==> src/rtl/core/ptm_pkg.sv <==
// Shared types and constants for the predecessor-take multiset.
// No dependencies; imported by every module of the block.
package ptm_pkg;

  localparam int unsigned CAPACITY_DEF = 256;
  localparam int unsigned VALUE_W      = 32;
  // Command queue depth between front and back; must be a power of two.
  localparam int unsigned QDEPTH       = 2;

  typedef enum logic {
    CMD_INSERT = 1'b0,
    CMD_TAKE   = 1'b1
  } cmd_e;

  typedef enum logic [1:0] {
    ST_INSERTED = 2'd0,
    ST_FULL     = 2'd1,
    ST_FOUND    = 2'd2,
    ST_NONE     = 2'd3
  } status_e;

  // One classified command word handed from front to back.
  typedef struct packed {
    cmd_e               kind;
    logic [VALUE_W-1:0] value;
  } cmd_t;

endpackage

==> src/rtl/core/ptm_front.sv <==
// Front end: accepts input words, classifies them and queues them.
// Depends on ptm_pkg.
module ptm_front (
  input  logic                         clk_i,
  input  logic                         rst_ni,
  input  logic                         s_axis_tvalid,
  output logic                         s_axis_tready,
  input  logic [ptm_pkg::VALUE_W-1:0]  s_axis_tdata,   // [31:0] value
  input  logic                         s_axis_tuser,   // [0] command
  output logic                         cmd_valid_o,
  input  logic                         cmd_ready_i,
  output ptm_pkg::cmd_t                cmd_o
);
  import ptm_pkg::*;

  localparam int unsigned QPtrW = (QDEPTH > 1) ? $clog2(QDEPTH) : 1;
  localparam int unsigned QCntW = $clog2(QDEPTH + 1);

  cmd_t             queue_q [QDEPTH];
  logic [QPtrW-1:0] wr_ptr_q, wr_ptr_d;
  logic [QPtrW-1:0] rd_ptr_q, rd_ptr_d;
  logic [QCntW-1:0] cnt_q, cnt_d;
  logic             push, pop;
  cmd_t             in_cmd;

  // classify the incoming word
  always_comb begin
    in_cmd.kind  = cmd_e'(s_axis_tuser);
    in_cmd.value = s_axis_tdata;
  end

  assign s_axis_tready = (cnt_q != QCntW'(QDEPTH));
  assign push          = s_axis_tvalid && s_axis_tready;
  assign cmd_valid_o   = (cnt_q != '0);
  assign pop           = cmd_valid_o && cmd_ready_i;
  assign cmd_o         = queue_q[rd_ptr_q];

  // pointer and fill bookkeeping
  always_comb begin
    wr_ptr_d = push ? wr_ptr_q + QPtrW'(1) : wr_ptr_q;
    rd_ptr_d = pop  ? rd_ptr_q + QPtrW'(1) : rd_ptr_q;
    cnt_d    = cnt_q;
    if (push && !pop) begin
      cnt_d = cnt_q + QCntW'(1);
    end else if (pop && !push) begin
      cnt_d = cnt_q - QCntW'(1);
    end
  end

  always_ff @(posedge clk_i or negedge rst_ni) begin
    if (!rst_ni) begin
      wr_ptr_q <= '0;
      rd_ptr_q <= '0;
      cnt_q    <= '0;
    end else begin
      wr_ptr_q <= wr_ptr_d;
      rd_ptr_q <= rd_ptr_d;
      cnt_q    <= cnt_d;
    end
  end

  // queue storage, no reset needed
  always_ff @(posedge clk_i) begin
    if (push) begin
      queue_q[wr_ptr_q] <= in_cmd;
    end
  end

endmodule

==> config.mk <==
export PLATFORM = sky130hd
export DESIGN_NAME = ptm_front
export DESIGN_NICKNAME = d
export VERILOG_FILES = /design/src/rtl/core/ptm_pkg.sv /design/src/rtl/core/ptm_front.sv
export SDC_FILE = /design/constraint.sdc
export NUM_CORES = 1
export LEC_CHECK = 0
export ABC_CLOCK_PERIOD_IN_PS = 5000
export BUFFER_PORTS_ARGS = -buffer_cell sky130_fd_sc_hd__buf_2
export CAP_MARGIN = 15
export CORE_ASPECT_RATIO = 0.5
export CORE_MARGIN = 2
export CORE_UTILIZATION = 38
export CTS_CLUSTER_SIZE = 25
export DETAILED_ROUTE_END_ITERATION = 8
export HOLD_SLACK_MARGIN = 0.05
export PLACE_DENSITY = 0.58
export SYNTH_ARGS = -nofsm -noshare
export SYNTH_HDL_FRONTEND = slang
export SYNTH_SLANG_ARGS = --single-unit
==> constraint.sdc <==
create_clock -name clk_i -period 5 [get_ports clk_i]
set_clock_uncertainty 0.2 [all_clocks]
set_input_delay 0.75 -clock clk_i [delete_from_list [all_inputs] [get_ports clk_i]]
set_output_delay 0.75 -clock clk_i [all_outputs]
set_load 0.005 [all_outputs]
==> impl_results.rst <==
.. list-table::
   :header-rows: 1

   * - Metric
     - Value
   * - Routed via count divided by cell count
     - 4.44
   * - H-tree levels
     - 3
   * - Critical-path maximum fanout
     - 34
   * - Req. time, crit path
     - 4.05 ns
   * - Area growth from synthesis to layout
     - 24.6%
   * - Synthesized instance count
     - 121
   * - Share of final-layout standard cells stronger than drive strength 1
     - 0.566
   * - Post CTS Setup Buffer Count
     - 0
   * - Most frequent standard cell in the layout excluding fill and tap cells
     - buf_2
   * - Worst Setup End Kind
     - output pin
   * - Average detailed-routed wire length per instance
     - 14.7 microns
   * - Reported net switching power
     - 0.000513 W
   * - DRC violations left
     - 0
   * - Number of rows in the core area
     - 21
   * - Routability Congestion
     - 0.691
   * - Portion of total power attributed to combinational logic
     - 0.262
   * - Total wire length after detailed routing
     - 4.35 mm
   * - Static power due to leakage
     - 1.37 nW
   * - First drt pass iteration count
     - 4
   * - Fmax
     - 346 MHz
   * - Internal power
     - 0.00146 W
   * - Worst-path clk slew
     - 0.05 ns
   * - Status
     - finished, final reports clean
   * - Unrepaired setup endpoints after global routing
     - no
   * - Clock Power Share
     - 0.270
   * - Final setup violating endpoints
     - 0
   * - First-pass GRT wire length
     - 6.72 mm
   * - Class of the tightest hold or removal check
     - flip-flop to flip-flop
   * - Portion of the post-synthesis area used by sequential elements
     - 0.763
   * - Maximum buffer depth of the clock tree
     - 2
   * - Die Footprint
     - 7910 sq um
   * - Maximum capacitance violations
     - 0
   * - Height of the die
     - 63.9 microns
   * - Net count of the finished layout
     - 238
   * - Worst setup path category
     - flip-flop to output pin
   * - Pin count of the biggest net entering global routing
     - 35
   * - Number of antenna-violating nets in the routed design
     - 0
   * - Total inserted antenna cells
     - 0
   * - Via count of the routed design
     - 1318
   * - Total congestion overflow
     - 0
   * - Summed negative setup slack over all endpoints
     - 0 ns
   * - Final hold violation count
     - 0
   * - Sequential Power Share
     - 0.468
   * - Cell area after technology mapping
     - 2730 sq um
   * - Number of port buffers
     - 71
   * - Mapped Avg Cell Area
     - 22.5 sq um
   * - Total Routing Usage GR
     - 0.122
   * - Final worst hold slack
     - 0.313 ns
   * - Detail Placement HPWL
     - 2.66 mm
   * - Synthesized netlist net count
     - 159
   * - Transition time of the tightest slew-check pin
     - 1.06 ns
   * - Most frequent cells in the layout
     - buf_2 (71), edfxtp_1 (66), mux2_4 (29), clkbuf_16 (9)
   * - CP startpoint kind
     - flip-flop
   * - Starting DRT DRC Count
     - 42
   * - Worst endpoint data arrival time
     - 1.94 ns
   * - CTS tree
     - done
   * - Final count of pins violating max slew
     - 0
   * - Post-route total power
     - 0.00197 W
   * - Max-slew headroom at the worst pin
     - 0.296
   * - Worst IR drop on VDD
     - 0.348 mV
   * - Pwr Density
     - 580 nW/um^2
   * - Clock period minus final worst setup slack
     - 2.89 ns
   * - Clock latency at the later pin of the worst-skew pair
     - 0.32 ns
   * - Instance area after placement
     - 3140 sq um
   * - Layout fillers
     - 571
   * - Number of antenna violations at the first check in global routing
     - 0
   * - Root Buffer Master
     - clkbuf_16
   * - Number of CTS-inserted buffers
     - 9
   * - Number of global-route vias before repair
     - 1401
   * - Floorplan die width
     - 124 microns
   * - # IOs
     - 72
   * - CORE AREA
     - 6810 sq um
   * - Number of warnings printed during yosys synthesis
     - 0
   * - Post-route cell area
     - 3400 sq um
   * - Starting utilization of the core area
     - 0.401
   * - Number of synthesized register bits
     - 70
   * - Final core utilization
     - 0.499
   * - Switching share of total power
     - 0.260
   * - R2r setup slk
     - 2.92 ns
   * - Final period util
     - 0.577
   * - Number of distinct standard cells referenced by the synthesized netlist
     - 15
   * - CTS sink cnt
     - 70
-- cell usage after synthesis --
cell type	number	share of area
inv_1	1	0.0014
xnor2_1	3	0.0096
dfrtp_1	4	0.037
buf_12	3	0.022
ha_1	1	0.0046
mux2_2	4	0.017
nand2b_1	1	0.0023
and3_1	1	0.0023
nor2_1	2	0.0028
mux2_4	29	0.16
buf_6	1	0.0041
xor2_1	2	0.0064
nand2_1	2	0.0028
or2_1	1	0.0023
edfxtp_1	66	0.73
-- sequential cells by signal, summed over array words and instances (netlist names) --
name,cells
rd_ptr_q,1
queue_q,66
cnt_q,2
wr_ptr_q,1
-- critical path: stages, from the launching register on --
cell	delay, ns
dfrtp_2	1.06
mux2_2	0.42
buf_2	0.13
-- repair_timing --
item	CTS	global route
hold buffers	1	0
resized for setup	0	0
endpoints found under the hold margin	4	0
-- path summary, 6_finish.rpt --
kind | start | end | cells past startpoint
max in group asynchronous | rst_ni | rd_ptr_q | 2
worst min-delay path | cnt_q[1] | cnt_q[1] | 1
worst max-delay path | rd_ptr_q | cmd_o[12] | 2
worst max register to register | cnt_q[0] | queue_q[0][27] | 3
min in group asynchronous | rst_ni | wr_ptr_q | 2
worst min register to register | cnt_q[1] | cnt_q[1] | 1
-- logic make-up (layout without fill, tap and decap cells) --
family,Yosys count,count (layout),synth area share
DFF,70,70,0.763
muxes,33,33,0.176
and+or+nand+nor,7,7,0.0124
xor gates and xnor gates,5,5,0.0161
buffers and inverters,5,89,0.0275
adders and majority gates,1,1,0.00459
-- routing by layer --
layer  GRT usage  routed length, microns  vias up
li1            -                       -      628
met1       0.123                    1740      650
met2       0.202                    2240       33
met3      0.0777                     297        7
met4      0.0511                      75        0
met5           0                       0        -
-- power by group through the flow --
stage / clock network [W] / logic, W / registers, W
after global placement: 0 / 0.000520 / 0.000928
after global routing: 0.000585 / 0.000562 / 0.000944
after detailed placement: 0 / 0.000527 / 0.000940
after floorplan: 0 / 0.000453 / 0.000850
final: 0.000533 / 0.000516 / 0.000923
after CTS: 0.000552 / 0.000531 / 0.000930
-- through the flow --
step / cells / setup slack [ns]
final: 297 / 2.11
after global routing: 297 / 1.97
after CTS: 297 / 2.03
after detailed placement: 280 / 2.39
after global placement: 280 / 2.42
after floorplan: 121 / 2.14
-- area by class of cell --
cell class              count  area, sq um  area share
repair buffers             72          365       0.108
well taps                  92          115      0.0339
multi-input cells          46          579       0.170
clock buffers              13          240      0.0707
flip-flops and latches     70         2080       0.613
clock inverters             3         11.3     0.00331
inverters                   1         3.75     0.00110
(Power assumes the default switching activity.)
